<file path="config.mk">
export PLATFORM = sky130hd
export DESIGN_NAME = hid_keyboard_report_differ_flat
export DESIGN_NICKNAME = d
export VERILOG_FILES = /design/src/design/hkrd_pkg.sv /design/src/design/hkrd_in_if.sv /design/src/design/hkrd_out_if.sv /design/src/design/hkrd_ram.sv /design/src/design/hid_keyboard_report_differ.sv /design/src/flat_wrapper.sv
export SDC_FILE = /design/constraint.sdc
export NUM_CORES = 1
export LEC_CHECK = 0
export ABC_AREA = 1
export ABC_CLOCK_PERIOD_IN_PS = 9750
export BUFFER_PORTS_ARGS = -buffer_cell sky130_fd_sc_hd__buf_4
export CORE_AREA = 2 2 279 281
export CTS_BUF_LIST = sky130_fd_sc_hd__clkbuf_4 sky130_fd_sc_hd__clkbuf_8 sky130_fd_sc_hd__clkbuf_16
export CTS_CLUSTER_SIZE = 28
export DETAILED_ROUTE_END_ITERATION = 16
export DIE_AREA = 0 0 281 283
export PLACE_DENSITY = 0.56
export SLEW_MARGIN = 5
export SYNTH_ARGS = -nofsm -noshare
export SYNTH_HDL_FRONTEND = slang
export SYNTH_SLANG_ARGS = --single-unit
</file>
<file path="constraint.sdc">
create_clock -name clk -period 9.75 [get_ports clk]
set_clock_uncertainty 0.15 [all_clocks]
set_input_delay 0.975 -clock clk [delete_from_list [all_inputs] [get_ports clk]]
set_output_delay 0.975 -clock clk [all_outputs]
set_load 0.1 [all_outputs]
</file>
<file path="src/design/hkrd_pkg.sv">
`timescale 1ns / 1ps
// ----------------------------------------------------------------------------
// hkrd_pkg: shared constants and helpers for the keyboard report differ
// Report geometry, event kind codes and the US-layout usage-to-ASCII map.
// ----------------------------------------------------------------------------
package hkrd_pkg;

  // Bytes of a report that are tracked; later bytes are ignored.
  localparam int REPORT_BYTES = 64;
  // Position counter must hold REPORT_BYTES itself (saturation value).
  localparam int POS_W  = $clog2(REPORT_BYTES + 1);
  localparam int ADDR_W = $clog2(REPORT_BYTES);

  localparam int LIMIT_W = 7;
  localparam logic [LIMIT_W-1:0] EVENT_LIMIT_RESET = 7'd63;

  // Byte positions with a fixed role
  localparam logic [POS_W-1:0] POS_MODIFIER = POS_W'(0);
  localparam logic [POS_W-1:0] POS_FIRST_KEY = POS_W'(2);
  localparam logic [POS_W-1:0] POS_END = POS_W'(REPORT_BYTES);

  // Event kinds
  localparam logic KIND_PRESS   = 1'b0;
  localparam logic KIND_RELEASE = 1'b1;

  // Modifier byte shift bits
  localparam int MOD_LSHIFT_BIT = 1;
  localparam int MOD_RSHIFT_BIT = 5;

  // Usage code ranges
  localparam logic [7:0] KEY_A     = 8'h04;
  localparam logic [7:0] KEY_Z     = 8'h1D;
  localparam logic [7:0] KEY_1     = 8'h1E;
  localparam logic [7:0] KEY_0     = 8'h27;

  // US layout: usage code and shift state to 7-bit ASCII, 0 when unmapped.
  function automatic logic [6:0] to_ascii(input logic [7:0] key, input logic shift);
    logic [7:0] off;
    logic [6:0] res;
    off = key - KEY_A;
    res = 7'h00;
    if (key >= KEY_A && key <= KEY_Z) begin
      res = shift ? (7'h41 + off[6:0]) : (7'h61 + off[6:0]);
    end else begin
      case (key)
        8'h1E: res = shift ? 7'h21 : 7'h31;  // ! 1
        8'h1F: res = shift ? 7'h40 : 7'h32;  // @ 2
        8'h20: res = shift ? 7'h23 : 7'h33;  // # 3
        8'h21: res = shift ? 7'h24 : 7'h34;  // $ 4
        8'h22: res = shift ? 7'h25 : 7'h35;  // % 5
        8'h23: res = shift ? 7'h5E : 7'h36;  // ^ 6
        8'h24: res = shift ? 7'h26 : 7'h37;  // & 7
        8'h25: res = shift ? 7'h2A : 7'h38;  // * 8
        8'h26: res = shift ? 7'h28 : 7'h39;  // ( 9
        8'h27: res = shift ? 7'h29 : 7'h30;  // ) 0
        8'h2C: res = 7'h20;                  // space
        8'h2D: res = shift ? 7'h5F : 7'h2D;  // _ -
        8'h2E: res = shift ? 7'h2B : 7'h3D;  // + =
        8'h2F: res = shift ? 7'h7B : 7'h5B;  // { [
        8'h30: res = shift ? 7'h7D : 7'h5D;  // } ]
        8'h31: res = shift ? 7'h7C : 7'h5C;  // | backslash
        8'h33: res = shift ? 7'h3A : 7'h3B;  // : ;
        8'h34: res = shift ? 7'h22 : 7'h27;  // double / single quote
        8'h35: res = shift ? 7'h7E : 7'h60;  // ~ backtick
        8'h36: res = shift ? 7'h3C : 7'h2C;  // < ,
        8'h37: res = shift ? 7'h3E : 7'h2E;  // > .
        8'h38: res = shift ? 7'h3F : 7'h2F;  // ? /
        default: res = 7'h00;
      endcase
    end
    return res;
  endfunction

endpackage

</file>
<file path="src/design/hkrd_in_if.sv">
`timescale 1ns / 1ps
// ----------------------------------------------------------------------------
// hkrd_in_if: report byte channel
// Valid/ready channel carrying one report byte and its end marker per item.
// ----------------------------------------------------------------------------
interface hkrd_in_if;
  logic       valid;
  logic       ready;
  logic [7:0] report_byte;
  logic       last_byte;

  modport source (output valid, output report_byte, output last_byte, input ready);
  modport sink   (input valid, input report_byte, input last_byte, output ready);
endinterface

</file>
<file path="src/design/hkrd_out_if.sv">
`timescale 1ns / 1ps
// ----------------------------------------------------------------------------
// hkrd_out_if: key event channel
// Valid/ready channel carrying one result item per report byte.
// ----------------------------------------------------------------------------
interface hkrd_out_if;
  logic       valid;
  logic       ready;
  logic       event_valid;
  logic       event_kind;
  logic [7:0] key_code;
  logic [6:0] ascii_code;
  logic       report_end;
  logic [6:0] events_so_far;

  modport source (
    output valid, output event_valid, output event_kind, output key_code,
    output ascii_code, output report_end, output events_so_far, input ready
  );
  modport sink (
    input valid, input event_valid, input event_kind, input key_code,
    input ascii_code, input report_end, input events_so_far, output ready
  );
endinterface

</file>
<file path="src/design/hkrd_ram.sv">
`timescale 1ns / 1ps
// ----------------------------------------------------------------------------
// hkrd_ram: generic simple dual-port RAM
// One write port, one read port, read data registered.
// ----------------------------------------------------------------------------
module hkrd_ram #(
  parameter int WIDTH = 8,
  parameter int DEPTH = 64
) (
  input  logic                     clk,
  input  logic                     wr_en,
  input  logic [$clog2(DEPTH)-1:0] wr_addr,
  input  logic [WIDTH-1:0]         wr_data,
  input  logic [$clog2(DEPTH)-1:0] rd_addr,
  output logic [WIDTH-1:0]         rd_data
);

  logic [WIDTH-1:0] mem [DEPTH];

  always_ff @(posedge clk) begin
    if (wr_en) begin
      mem[wr_addr] <= wr_data;
    end
    rd_data <= mem[rd_addr];
  end

endmodule

</file>
<file path="src/design/hid_keyboard_report_differ.sv">
`timescale 1ns / 1ps
// ----------------------------------------------------------------------------
// hid_keyboard_report_differ: keyboard report to key press/release events
// Compares each key slot of a keyboard report (bytes 2 to 63) with the previous report.
// ----------------------------------------------------------------------------
// Usage:
//   report  - input channel, one report byte per item, modifier byte first,
//             last_byte set on the report's final byte.
//   events  - output channel, exactly one result item per input item; the
//             event fields are zero when event_valid is low.
//   cfg_wr_en/cfg_wr_data - write the per-report event limit (reset 63).
//             Write only while the block is idle.
// An accepted item shows on events in the cycle after it is accepted.
// Throughput is one item per cycle while the receiver takes each item, set
// by the single output register; the slot store is read in advance at the
// next byte position, so its registered read never stalls the flow.
// When the receiver stalls, the output register holds its item and ready
// on the report channel drops until the item is taken.
// Reset (synchronous, active high) clears the position, shift flag, event
// count and all slot valid bits and returns the limit to 63, so every slot
// of the previous report reads as zero; the store needs no clearing pass.
// ----------------------------------------------------------------------------
module hid_keyboard_report_differ (
  input  logic                            clk,
  input  logic                            rst,
  hkrd_in_if.sink                         report,
  hkrd_out_if.source                      events,
  input  logic                            cfg_wr_en,
  input  logic [hkrd_pkg::LIMIT_W-1:0]    cfg_wr_data
);

  // Control state
  logic [hkrd_pkg::POS_W-1:0]        byte_pos, byte_pos_next;
  logic                              shift_held, shift_held_next;
  logic [hkrd_pkg::LIMIT_W-1:0]      event_count, event_count_next;
  logic [hkrd_pkg::LIMIT_W-1:0]      event_limit;
  logic [hkrd_pkg::REPORT_BYTES-1:0] slot_valid;

  // Output register
  logic                              out_valid;
  logic                              res_event_valid;
  logic                              res_event_kind;
  logic [7:0]                        res_key_code;
  logic [6:0]                        res_ascii_code;
  logic                              res_report_end;
  logic [hkrd_pkg::LIMIT_W-1:0]      res_events_so_far;

  // Datapath
  logic                              accept;
  logic                              in_key_slot;
  logic [hkrd_pkg::ADDR_W-1:0]       slot_addr;
  logic [7:0]                        ram_rd_data;
  logic [7:0]                        old_key;
  logic                              is_press, is_release, fire;
  logic [7:0]                        ev_key;
  logic [hkrd_pkg::LIMIT_W-1:0]      count_inc;

  // Advance whenever the output register is empty or being drained.
  assign report.ready = !out_valid || events.ready;
  assign accept       = report.valid && report.ready;

  assign slot_addr   = byte_pos[hkrd_pkg::ADDR_W-1:0];
  assign in_key_slot = (byte_pos >= hkrd_pkg::POS_FIRST_KEY) && (byte_pos < hkrd_pkg::POS_END);

  // A slot never written since reset reads as zero.
  assign old_key = slot_valid[slot_addr] ? ram_rd_data : 8'h00;

  always_comb begin
    is_release = (report.report_byte == 8'h00) && (old_key != 8'h00);
    is_press   = (report.report_byte != 8'h00) && (old_key == 8'h00);
    // Replaced or unchanged keys give no event; stop at the limit.
    fire       = in_key_slot && (event_count < event_limit) && (is_release || is_press);
    ev_key     = is_release ? old_key : report.report_byte;
    count_inc  = event_count + hkrd_pkg::LIMIT_W'(fire);

    byte_pos_next    = byte_pos;
    shift_held_next  = shift_held;
    event_count_next = event_count;
    if (accept) begin
      if (byte_pos == hkrd_pkg::POS_MODIFIER) begin
        shift_held_next = report.report_byte[hkrd_pkg::MOD_LSHIFT_BIT]
                       || report.report_byte[hkrd_pkg::MOD_RSHIFT_BIT];
      end
      if (report.last_byte) begin
        byte_pos_next    = '0;
        event_count_next = '0;
      end else begin
        event_count_next = count_inc;
        if (byte_pos < hkrd_pkg::POS_END) begin
          byte_pos_next = byte_pos + hkrd_pkg::POS_W'(1);
        end
      end
    end
  end

  // Previous report store: written at the current slot, read ahead at the slot
  // the next item will use.
  hkrd_ram #(
    .WIDTH (8),
    .DEPTH (hkrd_pkg::REPORT_BYTES)
  ) u_prev_report (
    .clk     (clk),
    .wr_en   (accept && in_key_slot),
    .wr_addr (slot_addr),
    .wr_data (report.report_byte),
    .rd_addr (byte_pos_next[hkrd_pkg::ADDR_W-1:0]),
    .rd_data (ram_rd_data)
  );

  always_ff @(posedge clk) begin
    if (rst) begin
      byte_pos    <= '0;
      shift_held  <= 1'b0;
      event_count <= '0;
      event_limit <= hkrd_pkg::EVENT_LIMIT_RESET;
      slot_valid  <= '0;
      out_valid   <= 1'b0;
    end else begin
      byte_pos    <= byte_pos_next;
      shift_held  <= shift_held_next;
      event_count <= event_count_next;
      if (cfg_wr_en) begin
        event_limit <= cfg_wr_data;
      end
      if (accept && in_key_slot) begin
        slot_valid[slot_addr] <= 1'b1;
      end
      if (accept) begin
        out_valid <= 1'b1;
      end else if (events.ready) begin
        out_valid <= 1'b0;
      end
    end
  end

  // Result payload: load on accept, hold otherwise.
  always_ff @(posedge clk) begin
    if (accept) begin
      res_event_valid   <= fire;
      res_event_kind    <= fire ? (is_release ? hkrd_pkg::KIND_RELEASE : hkrd_pkg::KIND_PRESS)
                                : hkrd_pkg::KIND_PRESS;
      res_key_code      <= fire ? ev_key : 8'h00;
      res_ascii_code    <= fire ? hkrd_pkg::to_ascii(ev_key, shift_held) : 7'h00;
      res_report_end    <= report.last_byte;
      res_events_so_far <= count_inc;
    end
  end

  assign events.valid         = out_valid;
  assign events.event_valid   = res_event_valid;
  assign events.event_kind    = res_event_kind;
  assign events.key_code      = res_key_code;
  assign events.ascii_code    = res_ascii_code;
  assign events.report_end    = res_report_end;
  assign events.events_so_far = res_events_so_far;

endmodule

</file>
<file path="src/flat_wrapper.sv">
// flat-port wrapper written by rule: the top's interface ports become plain ports
module hid_keyboard_report_differ_flat 
  (clk, rst, cfg_wr_en, cfg_wr_data, report_valid, report_report_byte, report_last_byte, report_ready, events_valid, events_event_valid, events_event_kind, events_key_code, events_ascii_code, events_report_end, events_events_so_far, events_ready);
  hkrd_in_if report_i ();
  hkrd_out_if events_i ();
  input  logic clk;
  input  logic rst;
  input  logic cfg_wr_en;
  input  logic [hkrd_pkg::LIMIT_W-1:0] cfg_wr_data;
  input wire logic [$bits(report_i.valid)-1:0] report_valid;
  input wire logic [$bits(report_i.report_byte)-1:0] report_report_byte;
  input wire logic [$bits(report_i.last_byte)-1:0] report_last_byte;
  output wire logic [$bits(report_i.ready)-1:0] report_ready;
  output wire logic [$bits(events_i.valid)-1:0] events_valid;
  output wire logic [$bits(events_i.event_valid)-1:0] events_event_valid;
  output wire logic [$bits(events_i.event_kind)-1:0] events_event_kind;
  output wire logic [$bits(events_i.key_code)-1:0] events_key_code;
  output wire logic [$bits(events_i.ascii_code)-1:0] events_ascii_code;
  output wire logic [$bits(events_i.report_end)-1:0] events_report_end;
  output wire logic [$bits(events_i.events_so_far)-1:0] events_events_so_far;
  input wire logic [$bits(events_i.ready)-1:0] events_ready;
  assign report_i.valid = report_valid;
  assign report_i.report_byte = report_report_byte;
  assign report_i.last_byte = report_last_byte;
  assign report_ready = report_i.ready;
  assign events_valid = events_i.valid;
  assign events_event_valid = events_i.event_valid;
  assign events_event_kind = events_i.event_kind;
  assign events_key_code = events_i.key_code;
  assign events_ascii_code = events_i.ascii_code;
  assign events_report_end = events_i.report_end;
  assign events_events_so_far = events_i.events_so_far;
  assign events_i.ready = events_ready;
  hid_keyboard_report_differ u_core (.clk(clk), .rst(rst), .report(report_i), .events(events_i), .cfg_wr_en(cfg_wr_en), .cfg_wr_data(cfg_wr_data));
endmodule
</file>
==> results by group <==
Status
  • Result of the run: finished clean

Hold path
  • Worst hold path type: reg -> reg

Routing
  • Total DRC errors in the routed layout: 0
  • First-pass detailed-route iteration total: 7
  • Detail-routed via count per cell: 5.28
  • Post-route ant nets: 0
  • Total Routed Length: 72700 microns
  • 1st-iter DRT viols: 1731
  • Routed WL per cell: 21.3 microns
  • Routed vias: 18100

Setup path
  • Worst path most repeated cell: nand3_1
  • Kind of end point of the critical path: flip-flop
  • Slowest library cell on the worst path: dfxtp_2
  • Worst Setup Start Kind: flip-flop
  • Largest stage delay, worst path: 990 ps
  • Worst Path Required: 10170 ps
  • Crit path buffers/inverters: 3
  • Kind of cell with the highest combined delay on the critical path: buffers and inverters
  • Crit Path Category: reg -> reg
  • Ordered list of cells on the worst path: inv_4 > nand3_1 > nand2_4 > inv_6 > buf_4 > nor2_1 > o311ai_0 > o211ai_1 > nand3_1 > nand3_1 > nand2_1
  • Critical Path AT: 5840 ps
  • Critical-path maximum fanout: 106

Floorplan
  • Area of the core region: 0.0767 sq mm
  • Cell row count: 102
  • Top-level I/O count: 48
  • Die width: 281 microns
  • Vertical die dimension: 283 microns
  • Die area: 0.0795 sq mm
  • Starting Density: 0.345

Logic synthesis
  • Synth unique cells: 49
  • Sequential area share after synthesis: 0.681
  • Gate count after technology mapping: 2300
  • Number of enable flip-flop cells after synthesis: 537
  • Number of register bits inferred by synthesis: 632
  • Yosys warning count: 0
  • Async set or reset register ratio after synthesis: 0
  • Summed instance area of the synthesized netlist: 0.0265 sq mm
  • Predominant post-synthesis flop cell: edfxtp_1
  • Mapped Avg Cell Area: 11.5 sq um

CTS
  • Total setup buffers inserted after CTS: 0
  • Clock transition at path regs: 60 ps
  • CTS Root Buffer Type: clkbuf_16
  • Clock H-tree levels: 3
  • CTS Sinks: 632
  • Number of buffers created by CTS: 69
  • Deepest clock path buffer count: 3
  • # hold bufs at CTS: 0
  • CTS resizes: 0
  • Skew-Pair Late Insertion Delay: 630 ps
  • TritonCTS clock tree: done

Global routing
  • Pin count of the biggest net entering global routing: 113
  • Aggregate global routing overflow: 0
  • Combined global-route utilization of all metal layers: 0.181
  • Global-route wire length before repair: 109000 microns
  • Antenna violations before repair: 6
  • Number of global-route vias before repair: 17500

Final layout
  • Filler cells: 7327
  • Layout Nets: 2365
  • Summed area of non-filler cells in the final layout: 0.0301 sq mm
  • Ratio of cells with drive above 1 in the final layout: 0.0955
  • Layout area overhead: 13.7%
  • Core Util, Final: 0.393

Pwr
  • Max rail drop VDD: 143 uV
  • LEAKAGE: 10.4 nW
  • Power per standard cell area: 199 mW/mm^2

Flow run
  • Max_cap viols: 0

STA
  • Final Max Slew Viols: 0
  • Final critical delay including setup and external delays: 5420 ps
  • Part of the cycle the worst path needs: 0.556
  • Setup-failing EPs final: 0
  • Final hold violation count: 0
  • Slew headroom: 0.122
  • Highest Clock Rate: 184 MHz
  • Actual slew at the worst max-slew pin: 1310 ps
  • Min setup slack post-route: 4330 ps
  • Setup repair after global routing missed its margin: no
  • Final total negative setup slack: 0 ps

Place
  • Weighted congestion at the end of routability-driven global placement: 0.847
  • Setup slack after placement: 3830 ps
  • Final HPWL from detailed placement: 43700 microns
  • Cell area after placement: 0.0278 sq mm
  • Number of port buffers: 47
area by class of cell:
class                   count  area, sq um  area share
flip-flops and latches    632        18000       0.599
multi-input cells        1428         7480       0.248
clock buffers              95         2010      0.0666
well taps                1040         1300      0.0432
repair buffers             71          533      0.0177
inverters                 120          463      0.0154
clock inverters            32          294     0.00977
diodes                      2         5.00    0.000166
metal layers:
metal,track usage,routed length (microns)
met1,0.250,32000
met2,0.283,33100
met3,0.0374,5190
met4,0.0648,2320
met5,0,55
layout by cell type, fill, tap and decap left out, types with 18 or more instances in the layout:
master | synthesis | final
edfxtp_1 | 537 | 537
nor2_1 | 505 | 505
nand2_1 | 236 | 235
o21ai_0 | 148 | 148
inv_1 | 109 | 108
nand3_1 | 99 | 99
dfxtp_1 | 95 | 94
clkbuf_16 | 0 | 72
buf_4 | 6 | 71
o211ai_1 | 69 | 69
o21bai_1 | 65 | 65
o32ai_1 | 64 | 64
o311ai_0 | 64 | 64
o21a_1 | 35 | 35
a21oi_1 | 23 | 23
ha_1 | 22 | 22
clkbuf_4 | 0 | 18
sequential cells by signal, indices dropped and copies added, names as in the netlist, 8 cells and up:
signal                        flops
u_core.slot_valid                64
u_core.events.key_code            8
u_core.u_prev_report.mem        512
u_core.u_prev_report.rd_data      8
worst register-to-register path: cells and delay by family, from the launching register on:
kind                   cells  cell delay [ps]
flip-flops                 1              990
AND/OR/NAND/NOR            6             1220
buffers and inverters      3             2110
AO/OA/AOI/OAI              2              910
cells in the mapped netlist, types with 3 or more instances:
library cell | count | share of area
nand2_2 | 6 | 0.0014
a21oi_1 | 23 | 0.0043
dfxtp_1 | 95 | 0.072
inv_2 | 4 | 0.00057
buf_2 | 20 | 0.0038
nand4_1 | 8 | 0.0019
o32ai_1 | 64 | 0.021
o21a_1 | 35 | 0.0099
nand2_1 | 236 | 0.033
o21ai_0 | 148 | 0.028
buf_1 | 4 | 0.00057
clkbuf_1 | 98 | 0.014
o311ai_0 | 64 | 0.021
clkinv_1 | 6 | 0.00085
nor3_1 | 11 | 0.0021
xor2_1 | 7 | 0.0023
nor2_1 | 505 | 0.072
nor2_2 | 6 | 0.0014
edfxtp_1 | 537 | 0.61
inv_1 | 109 | 0.015
a22oi_1 | 3 | 0.00085
nand3_1 | 99 | 0.019
o21ai_1 | 10 | 0.0019
buf_4 | 6 | 0.0017
o21bai_1 | 65 | 0.018
ha_1 | 22 | 0.010
nor2_4 | 3 | 0.0013
o211ai_1 | 69 | 0.020
nand3b_1 | 5 | 0.0014
buf_6 | 7 | 0.0030
path summary, 6_finish.rpt:
| path | start | endpoint | slack (ps) | cells after the start |
|---|---|---|---|---|
| setup / recovery | u_core.byte_pos[0] | u_core.u_prev_report.rd_data[7] | 4330 | 11 |
| hold / removal | u_core.slot_valid[1] | u_core.slot_valid[1] | 280 | 2 |
| setup reg to reg | u_core.byte_pos[0] | u_core.u_prev_report.rd_data[7] | 4330 | 11 |
| hold reg to reg | u_core.slot_valid[1] | u_core.slot_valid[1] | 280 | 2 |
report_power, final:
part / internal (mW) / total (mW) / switching, mW
clock: 1.56 / 2.64 / 1.08
combinational: 0.0923 / 0.374 / 0.282
sequential: 2.95 / 2.97 / 0.0200
total: 4.60 / 5.98 / 1.38
kinds of logic (layout without fill, tap and decap cells):
family,Yosys count,after routing,share of synthesized area
buffers and inverters,255,318,0.0400
AOI/OAI and AO/OA,492,492,0.129
DFF,632,632,0.681
xor gates and xnor gates,9,9,0.00298
and+or+nand+nor,889,889,0.137
adders and majority gates,22,22,0.0104
other,1,18,0.000142
through the flow:
step	power, mW	std cells	hold WS, ps
3_5_place_dp	3.40	3291	265
4_1_cts	6.02	3418	276
2_1_floorplan	3.26	2315	253
5_1_grt	6.16	3418	305
3_3_place_gp	3.40	3291	261
6_report	5.98	3420	279
No activity file was read; power rests on OpenSTA's default activity.
